===== config.mk =====
export PLATFORM = sky130hd
export DESIGN_NAME = wcmr_front_flat
export DESIGN_NICKNAME = d
export VERILOG_FILES = /design/src/hdl/wcmr_pkg.sv /design/src/hdl/wcmr_if.sv /design/src/hdl/wcmr_front.sv /design/src/flat_wrapper.sv
export SDC_FILE = /design/constraint.sdc
export NUM_CORES = 1
export LEC_CHECK = 0
export BUFFER_PORTS_ARGS = -buffer_cell sky130_fd_sc_hd__buf_2
export CAP_MARGIN = 15
export CORE_MARGIN = 2
export CORE_UTILIZATION = 35
export DETAILED_ROUTE_END_ITERATION = 8
export SETUP_SLACK_MARGIN = 0.05
export SYNTH_ARGS = -nofsm -noshare
export SYNTH_HDL_FRONTEND = slang
export SYNTH_SLANG_ARGS = --single-unit

===== constraint.sdc =====
create_clock -name clk_i -period 4.88 [get_ports clk_i]
set_clock_uncertainty 0.05 [all_clocks]
set_input_delay 0.976 -clock clk_i [delete_from_list [all_inputs] [get_ports clk_i]]
set_output_delay 0.976 -clock clk_i [all_outputs]
set_load 0.03 [all_outputs]

===== src/hdl/wcmr_pkg.sv =====
// ----------------------------------------------------------------------------
// wcmr_pkg
// types, codes and helpers shared by the wrapped circle map rasteriser
// ----------------------------------------------------------------------------
package wcmr_pkg;

  localparam int unsigned MAP_DIM    = 256;
  localparam int unsigned MAX_RADIUS = 255;
  localparam int unsigned AW         = $clog2(MAP_DIM * MAP_DIM);
  localparam int unsigned CW         = 32;
  localparam int unsigned GW         = 9;
  localparam int unsigned IW         = 2;

  // request codes as seen on the input channel
  localparam logic [1:0] REQ_CLEAR = 2'd0;
  localparam logic [1:0] REQ_DRAW  = 2'd1;
  localparam logic [1:0] REQ_READ  = 2'd2;

  // register indexes
  localparam logic [IW-1:0] REG_ROWS = 2'd0;
  localparam logic [IW-1:0] REG_COLS = 2'd1;
  localparam logic [IW-1:0] REG_MODE = 2'd2;

  typedef enum logic [1:0] {
    OP_CLEAR,
    OP_DRAW,
    OP_READ,
    OP_NOP
  } op_e;

  typedef struct packed {
    op_e                op;
    logic [7:0]         crow;
    logic [7:0]         ccol;
    logic [7:0]         rad;
    logic signed [15:0] val;
    logic [7:0]         rrow;
    logic [7:0]         rcol;
  } cmd_t;

  typedef struct packed {
    logic [GW-1:0] rows;
    logic [GW-1:0] cols;
    logic          mode;
  } cfg_t;

  typedef enum logic [3:0] {
    ST_CLEAR,
    ST_IDLE,
    ST_WRAP,
    ST_SETUP,
    ST_ROW,
    ST_SCAN,
    ST_WRITE,
    ST_RADDR,
    ST_RREAD,
    ST_RDATA,
    ST_DONE
  } st_e;

  // one restoring division step, remainder stays below n
  function automatic logic [GW-1:0] div_step(logic [GW-1:0] rem, logic b, logic [GW-1:0] n);
    logic [GW:0] t;
    t = {rem, b};
    if (t >= {1'b0, n}) t = t - {1'b0, n};
    return t[GW-1:0];
  endfunction

endpackage


===== src/hdl/wcmr_if.sv =====
// ----------------------------------------------------------------------------
// wcmr interfaces
// request, result and register write channels
// ----------------------------------------------------------------------------
interface wcmr_req_if;
  logic               valid;
  logic               ready;
  logic [1:0]         req_type;
  logic [7:0]         center_row;
  logic [7:0]         center_col;
  logic [7:0]         radius;
  logic signed [15:0] circle_value;
  logic [7:0]         read_row;
  logic [7:0]         read_col;
  modport source (output valid, req_type, center_row, center_col, radius, circle_value,
                  read_row, read_col, input ready);
  modport sink (input valid, req_type, center_row, center_col, radius, circle_value,
                read_row, read_col, output ready);
endinterface



===== src/hdl/wcmr_front.sv =====
// ----------------------------------------------------------------------------
// wcmr_front
// accepts request items, decodes them and queues them for the engine
// ----------------------------------------------------------------------------
module wcmr_front import wcmr_pkg::*; (
  input  logic        clk_i,
  input  logic        rst_ni,
  wcmr_req_if.sink    req_i,
  output cmd_t        cmd_o,
  output logic        cmd_valid_o,
  input  logic        cmd_pop_i
);

  cmd_t       fifo_q [2];
  logic       wp_q, rp_q;
  logic [1:0] cnt_q;
  cmd_t       cmd_in;
  logic       push;

  always_comb begin
    cmd_in.crow = req_i.center_row;
    cmd_in.ccol = req_i.center_col;
    cmd_in.rad  = (req_i.radius > 8'(MAX_RADIUS)) ? 8'(MAX_RADIUS) : req_i.radius;
    cmd_in.val  = req_i.circle_value;
    cmd_in.rrow = req_i.read_row;
    cmd_in.rcol = req_i.read_col;
    unique case (req_i.req_type)
      REQ_CLEAR: cmd_in.op = OP_CLEAR;
      REQ_DRAW:  cmd_in.op = OP_DRAW;
      REQ_READ:  cmd_in.op = OP_READ;
      default:   cmd_in.op = OP_NOP;
    endcase
  end

  assign req_i.ready = (cnt_q != 2'd2);
  assign push        = req_i.valid && req_i.ready;
  assign cmd_valid_o = (cnt_q != 2'd0);
  assign cmd_o       = fifo_q[rp_q];

  always_ff @(posedge clk_i) begin
    if (push) fifo_q[wp_q] <= cmd_in;
  end

  always_ff @(posedge clk_i or negedge rst_ni) begin
    if (!rst_ni) begin
      wp_q  <= 1'b0;
      rp_q  <= 1'b0;
      cnt_q <= 2'd0;
    end else begin
      if (push) wp_q <= ~wp_q;
      if (cmd_pop_i) rp_q <= ~rp_q;
      cnt_q <= cnt_q + 2'(push) - 2'(cmd_pop_i);
    end
  end

endmodule


===== src/flat_wrapper.sv =====
// flat-port wrapper written by rule: the top's interface ports become plain ports
module wcmr_front_flat import wcmr_pkg::*;
  (clk_i, rst_ni, cmd_o, cmd_valid_o, cmd_pop_i, req_i_valid, req_i_req_type, req_i_center_row, req_i_center_col, req_i_radius, req_i_circle_value, req_i_read_row, req_i_read_col, req_i_ready);
  wcmr_req_if req_i_i ();
  input  logic clk_i;
  input  logic rst_ni;
  output cmd_t cmd_o;
  output logic cmd_valid_o;
  input  logic cmd_pop_i;
  input wire logic [$bits(req_i_i.valid)-1:0] req_i_valid;
  input wire logic [$bits(req_i_i.req_type)-1:0] req_i_req_type;
  input wire logic [$bits(req_i_i.center_row)-1:0] req_i_center_row;
  input wire logic [$bits(req_i_i.center_col)-1:0] req_i_center_col;
  input wire logic [$bits(req_i_i.radius)-1:0] req_i_radius;
  input wire logic [$bits(req_i_i.circle_value)-1:0] req_i_circle_value;
  input wire logic [$bits(req_i_i.read_row)-1:0] req_i_read_row;
  input wire logic [$bits(req_i_i.read_col)-1:0] req_i_read_col;
  output wire logic [$bits(req_i_i.ready)-1:0] req_i_ready;
  assign req_i_i.valid = req_i_valid;
  assign req_i_i.req_type = req_i_req_type;
  assign req_i_i.center_row = req_i_center_row;
  assign req_i_i.center_col = req_i_center_col;
  assign req_i_i.radius = req_i_radius;
  assign req_i_i.circle_value = req_i_circle_value;
  assign req_i_i.read_row = req_i_read_row;
  assign req_i_i.read_col = req_i_read_col;
  assign req_i_ready = req_i_i.ready;
  wcmr_front u_core (.clk_i(clk_i), .rst_ni(rst_ni), .req_i(req_i_i), .cmd_o(cmd_o), .cmd_valid_o(cmd_valid_o), .cmd_pop_i(cmd_pop_i));
endmodule

# Yosys cells after proc, flatten, opt, wreduce, memory -nomap -nowiden
# Memory sizes are Yosys's and may differ from the RTL's.
# Index checks and enable logic that the tools add are counted.
[totals] elab_cells=19 out_inout_bits=60 memories=1 regBits=4 inputBits=62 mem_bits_rw=116
[op_classes] n_eq_ne=3 n_lt_le_gt_ge=1 reduce_logical=3 n_mux=4 n_addsub=2 bitwise=2
[memory_table] name="u_core.fifo_q" words=2 width=58 rd=1 rd_clocked_by_memory_dff=0 wr=1 line_no="wcmr_front.sv:14" source="cmd_t fifo_q [2];"
[ops] operator="> comparator 8 bit (second input constant)" count=1
[ops] operator="2-to-1 mux 8 bit" count=1
[ops] operator="case mux 2 bit (3 select lines)" count=1
[ops] operator="adder 2 x 1 -> 2 bit" count=1
[ops] operator="equality test 2 x 1 -> 1 bit (second input constant)" count=1
[ops] operator="equality test 2 bit (second input constant)" count=1
[ops] operator="zero test 2 bit" count=1
[ops] operator="2-to-1 mux 1 bit" count=2
[ops] operator="inequality test 2 bit (second input constant)" count=1
[ops] operator="NOT 1 bit" count=2
[ops] operator="nonzero test 2 bit" count=1
[ops] operator="subtractor 2 x 1 -> 2 bit" count=1
[ops] operator="logical AND 1 bit" count=1

# Logic depth before layout (Yosys ltp)
# Gate-level depths: netlist of run 1.
[depth] ltp_word=4 mapped_depth=5 ltp_nobuf=5

# Least setup slack after synthesis of run 1
# OpenSTA, ideal clock, no wires.
[synth_path] kind="input to register" start="input port req_i_valid" end="memory u_core.fifo_q[0][0] (netlist bit), enable pin" setup_slack_ps=836 path_buffers=0 arrival_time_ps=3520 required_ps=4356 setup_time_ps=474 path_stages=2 path_cell_list="nand2_1 > nor2_1"
[synth_via] elab_chain_len=3
[synth_lines] item="start, declared" line_no="flat_wrapper.sv:10" source="input wire logic [$bits(req_i_i.valid)-1:0] req_i_valid;"
[synth_lines] item="logical AND 1 bit" line_no="wcmr_front.sv:36" source="assign push = req_i.valid && req_i.ready;"
[synth_lines] item="2-to-1 mux 1 bit" line_no="wcmr_front.sv:41" source="if (push) fifo_q[wp_q] <= cmd_in;"
[synth_lines] item="2-to-1 mux 1 bit (implied by the code)" line_no="wcmr_front.sv:41"
[synth_lines] item="end, declared" line_no="wcmr_front.sv:14"
# Every way passes these cells.

==> reports/metrics.csv, run 1 <==
metric,value,unit
grt_max_degree,35,
coreArea,12520,µm²
drt_pre_antenna_iters,4,
hp-class,primary input to async pin,
slew-limit-headroom,44.53,%
worstPathRequired,3.85,ns
ys_seq_elements,120,
drtIter0Drc,109,
vdd_drop_max,0.3105,mV
die_h,116.6,µm
netlist_area,4437,µm²
h-tree-depth,4,
wirelength,7.643,mm
report.final.hold_viol_count,0,
place_ws,1.851,ns
seq_area_frac_synth,80.77,%
antenna_cells,0,
yosys.area.top_type,edfxtp_1,
fin_crit,3.396,ns
detail_route.vias_per_cell,4.309,
final_nets,399,
synthToLayoutAreaGrowth,31.27,%
power.density_cell_area,690.7,nW/µm²
dp_cells,489,
postLayoutSetupSlackWorst,1.484,ns
tightest_slew,0.8321,ns
cts_max_path_buffers,2,
cts_resized,0,
hpwlAfterDp,5.064,mm
gr-total-overflow,0,
synth_top_area_share,78.51,%
final_common_cell,buf_2,
drv_slew,0,
numCtsBuffers,17,
max_freq,294.5,MHz
p_leak,2.228,nW
final.setup.tns,0,ns
clkTransAtPathRegs,0.05,ns
rsz0062_at_grt,false,
die_x,116.6,µm
synth.distinct_cells,19,
row_count,41,
syn_nets,264,
post_cts_buffers,0,
drive_gt1_share,60.74,%
cts_tree,done,
root_buffer,clkbuf_16,
die_area,13590,µm²
status,"finished, final reports clean",
wl_per_cell,14.67,µm
ant_nets,0,
worstSetupStartpointType,flip-flop,
vias,2245,
io_buffer_count,121,
path_class,flip-flop to output pin,
worstPathMaxFanout,31,
clk_latency,0.41,ns
gp_congestion,0.6334,
synth_area_leaders,"edfxtp_1, mux2_2, mux2_4",
end_kind,output pin,
io_pins,122,
setup-violations-final,0,
first_global_vias,2320,
start_util,35.45,%
finalCritPeriodShare,69.59,%
antenna_found_initial,0,
grt_use_total,11.88,%
stdcell_count,521,
grt_pass1_wl,11.50,mm
maxCapViolations,0,
drc_errors,0,
yosys_warnings,0,
cts_num_sinks,120,
synth.avg_cell_area,22.07,µm²
cts-hold-fix-buffers,0,
syn_inst,201,
cp_data_arrival_time,2.37,ns
final_cell_mix,"buf_2, edfxtp_1, mux2_2, clkbuf_16, mux2_4",
stage by stage:
stage               hold WS (ns)  utilization, %  instance area [µm²]  power [W]
finish                    0.3125           46.53                 5824   0.004023
CTS                       0.2925           46.53                 5824   0.004095
global route              0.2952           46.53                 5824   0.004223
global placement          0.4788           41.80                 5233   0.002817
floorplan                 0.4108               -                 4437   0.002508
detailed placement        0.4983           41.80                 5233   0.002835
area by class of cell:
class / instances / area, µm²
inverters: 1 / 3.754
flip-flops and latches: 120 / 3585
fillers: 1130 / 6693
repair buffers: 125 / 635.6
clock inverters: 13 / 158.9
clock buffers: 19 / 432.9
multi-input cells: 71 / 793.3
well taps: 172 / 215.2
cell families (layout without fill, tap and decap cells):
family,after synthesis,after routing,synth area share (%)
xor+xnor,4,4,0.7898
fa+ha+maj,1,1,0.2820
buf+inv,10,158,1.551
flops,120,120,80.77
simple gates,7,7,0.8182
mux,59,59,15.79
flip-flops by register name, summed over array words and instances (netlist names):
name / count
u_core.cnt_q: 2
u_core.fifo_q: 116
u_core.rp_q: 1
u_core.wp_q: 1
synthesized netlist by cell type:
master	n
buf_6	2
inv_1	1
mux2_4	10
clkbuf_1	2
and3_1	1
nor2_1	1
nand2_1	2
ha_1	1
nand2b_1	1
xnor2_1	2
dfrtp_1	4
nor2b_1	1
buf_8	1
or2_2	1
buf_2	4
mux2_2	48
edfxtp_1	116
xor2_1	2
mux2i_1	1
worst paths after layout:
check	startpoint	slack, ns	cells after the start	end
max	u_core.rp_q	1.48	3	cmd_o[47]
min	rst_ni	0.31	1	u_core.cnt_q[1]
max reg2reg	u_core.cnt_q[1]	2.71	3	u_core.fifo_q[1][43]
min reg2reg	u_core.wp_q	0.50	1	u_core.wp_q
max in group asynchronous	rst_ni	4.33	1	u_core.rp_q
min in group clk_i	u_core.wp_q	0.50	1	u_core.wp_q
layer usage:
layer	vias up	global-route usage, %	part of all wire [%]
li1	1067	-	-
met1	1080	12.62	40
met2	80	19.53	50
met3	18	5.345	7.8
met4	0	7.059	2.5
met5	-	0	0
worst max-delay path: stages (launching register included):
cell and delay (ns):
dfrtp_2 0.83, buf_4 0.51, mux2_2 0.40, buf_2 0.18
report_power, final:
group | switching, W | total, W | leakage (nW) | internal, W
Combinational | 0.000808 | 0.00127 | 0.814 | 0.000458
Clock | 0.000402 | 0.00124 | 0.292 | 0.000839
Sequential | 0.000105 | 0.00152 | 1.12 | 0.00141
No activity file was read; power rests on OpenSTA's default activity.
==> run 2, diff against run 1 <==
==> constraint.sdc (replaced) <==
create_clock -name clk_i -period 3.3 [get_ports clk_i]
set_clock_uncertainty 0.05 [all_clocks]
set_input_delay 0.66 -clock clk_i [delete_from_list [all_inputs] [get_ports clk_i]]
set_output_delay 0.66 -clock clk_i [all_outputs]
set_load 0.03 [all_outputs]
==> run 2 against run 1 <==
  * Count of clock-buffer cells in the layout is 1 lower
  * Flip-flop and latch count did not move
  * Largest power group unchanged
  * Sequential power grew 43%
  * Wire length grew 1.4%
  * Die area unchanged
  * Non-clock buffer count increased by 3
  * Cell area is 0.62% higher
  * Sequential share of layout area decreased by 0.38 points
  * Worst setup slack got worse by 0.71 ns
  * Critical path type unchanged
  * Worst hold slack improved by 0.083 ns
  * Via count rose by 0.94%
  * First-iteration DRC count decreased by 7.3%
  * Critical endpoint is now cmd_o[55]
==> reports/metrics.csv, run 2 (synthesized netlist as in run 1, its figures left out) <==
metric,value,unit,change
p_leak,2.243,nW,+0.70%
power.density_cell_area,1020,nW/µm²,+48%
place_ws,1.147,ns,-0.7032 ns
drive_gt1_share,60.51,%,-0.23 points
start_util,35.45,%,unchanged
cp_data_arrival_time,1.81,ns,-0.56 ns
cts_num_sinks,120,,unchanged
finalCritPeriodShare,76.41,%,
final_cell_mix,"buf_2, edfxtp_1, mux2_2, clkbuf_16, mux2_4",,
fillerInstances,1149,,+1.7%
detail_route.vias_per_cell,4.324,,+0.36%
wl_per_cell,14.79,µm,+0.83%
status,"finished, final reports clean",,
grt_pass1_wl,11.56,mm,+0.54%
dp_cells,491,,+0.41%
hpwlAfterDp,5.004,mm,-1.2%
clkTransAtPathRegs,0.05,ns,about the same
largest-register,u_core.fifo_q,,
postLayoutSetupSlackWorst,0.7786,ns,-0.7054 ns
die_x,116.6,µm,unchanged
root_buffer,clkbuf_16,,
wirelength,7.751,mm,+1.4%
fin_crit,2.521,ns,
worstSetupStartpointType,flip-flop,,
report.final.hold_viol_count,0,,unchanged
place_area,5260,µm²,+0.53%
coreArea,12520,µm²,unchanged
largest_register_ffs,116,,unchanged
antenna_found_initial,1,,+1
drt_pre_antenna_iters,4,,unchanged
grt_use_total,11.95,%,+0.068 points
synthToLayoutAreaGrowth,32.09,%,
final.setup.tns,0,ns,unchanged
seq_area,3585,µm²,unchanged
vdd_drop_max,0.4715,mV,+52%
post-route-cell-area,5861,µm²,+0.62%
hp-class,primary input to flip-flop,,
clk_latency,0.40,ns,about the same
final_common_cell,buf_2,,
reg_top3,"u_core.fifo_q x116, u_core.cnt_q x2",,
drc_errors,0,,unchanged
first_global_vias,2391,,+3.1%
grt_max_degree,39,,+11%
path_class,flip-flop to output pin,,
cts_tree,done,,
hold_slack,0.3955,ns,+0.08297 ns
h-tree-depth,4,,unchanged
slew-limit-headroom,63.45,%,+19 points
die_h,116.6,µm,unchanged
rsz0062_at_grt,false,,
drtIter0Drc,101,,-7.3%
ant_nets,0,,unchanged
io_pins,122,,unchanged
multi_input_area,793.3,µm²,unchanged
row_count,41,,unchanged
setup-violations-final,0,,unchanged
cts_max_path_buffers,2,,unchanged
antenna_cells,0,,unchanged
tightest_slew,0.5482,ns,-0.2839 ns
worstPathRequired,2.59,ns,-1.26 ns
die_area,13590,µm²,unchanged
numCtsBuffers,17,,unchanged
cts_resized,0,,unchanged
gp_congestion,0.6633,,+4.7%
maxCapViolations,0,,unchanged
end_kind,output pin,,
io_buffer_count,121,,unchanged
post_cts_buffers,0,,unchanged
vias,2266,,+0.94%
drv_slew,0,,unchanged
max_freq,396.6,MHz,
final_nets,402,,+0.75%
gr-total-overflow,0,,unchanged
worstPathMaxFanout,37,,+19%
stdcell_count,524,,+0.58%
run 2: report_power, final:
| group | switching [W] | total [W] | leakage [nW] | internal (W) |
|---|---|---|---|---|
| clock network | 0.000590 | 0.00183 | 0.290 | 0.00124 |
| logic | 0.00127 | 0.00198 | 0.832 | 0.000701 |
| registers | 0.0000858 | 0.00217 | 1.12 | 0.00209 |
| total | 0.00195 | 0.00598 | 2.24 | 0.00402 |
run 2: worst max-delay path, stage by stage, from the launching register on:
cell and delay [ns]:
dfrtp_2 0.35, buf_4 0.44, mux2_2 0.40, buf_2 0.18
run 2: layout make-up:
type                       instances  share of cell area, %
sequential                       120                  61.17
multi-input combinational         71                  13.54
timing repair buffer             128                  11.49
clock buffer                      18                  7.323
tap                              172                  3.672
clock inverter                    14                  2.754
inverter                           1                0.06405
run 2: per-stage QoR:
stage | power (W) | util [%]
2_1_floorplan | 0.003704 | -
3_3_place_gp | 0.004208 | 42.02
3_5_place_dp | 0.004224 | 42.02
4_1_cts | 0.006083 | 46.82
5_1_grt | 0.006263 | 46.82
6_report | 0.005975 | 46.82
run 2: metal layers:
metal / wire length [µm] / global-route usage [%] / vias up / share of wire [%]
met5: 0 / 0 / - / 0
met2: 4041 / 20.35 / 75 / 52
met3: 576 / 6.331 / 8 / 7.4
met4: 74 / 4.471 / 0 / 0.95
met1: 3059 / 12.59 / 1118 / 39
li1: - / - / 1065 / -
run 2: path summary, 6_finish.rpt:
kind	start	endpoint	slack (ns)	cells past startpoint
worst max-delay path	u_core.rp_q	cmd_o[55]	0.78	3
worst min-delay path	req_i_read_col[7]	u_core.fifo_q[0][7]	0.40	1
worst max register to register	u_core.cnt_q[0]	u_core.fifo_q[1][38]	1.46	3
worst min register to register	u_core.wp_q	u_core.wp_q	0.50	1
max in group asynchronous	rst_ni	u_core.rp_q	2.52	2
min in group asynchronous	rst_ni	u_core.wp_q	0.54	2
run 2: what timing repair did:
item	CTS	global route
endpoints found under the setup margin	0	0
hold buffers	1	0
hold endpoints to repair	4	0
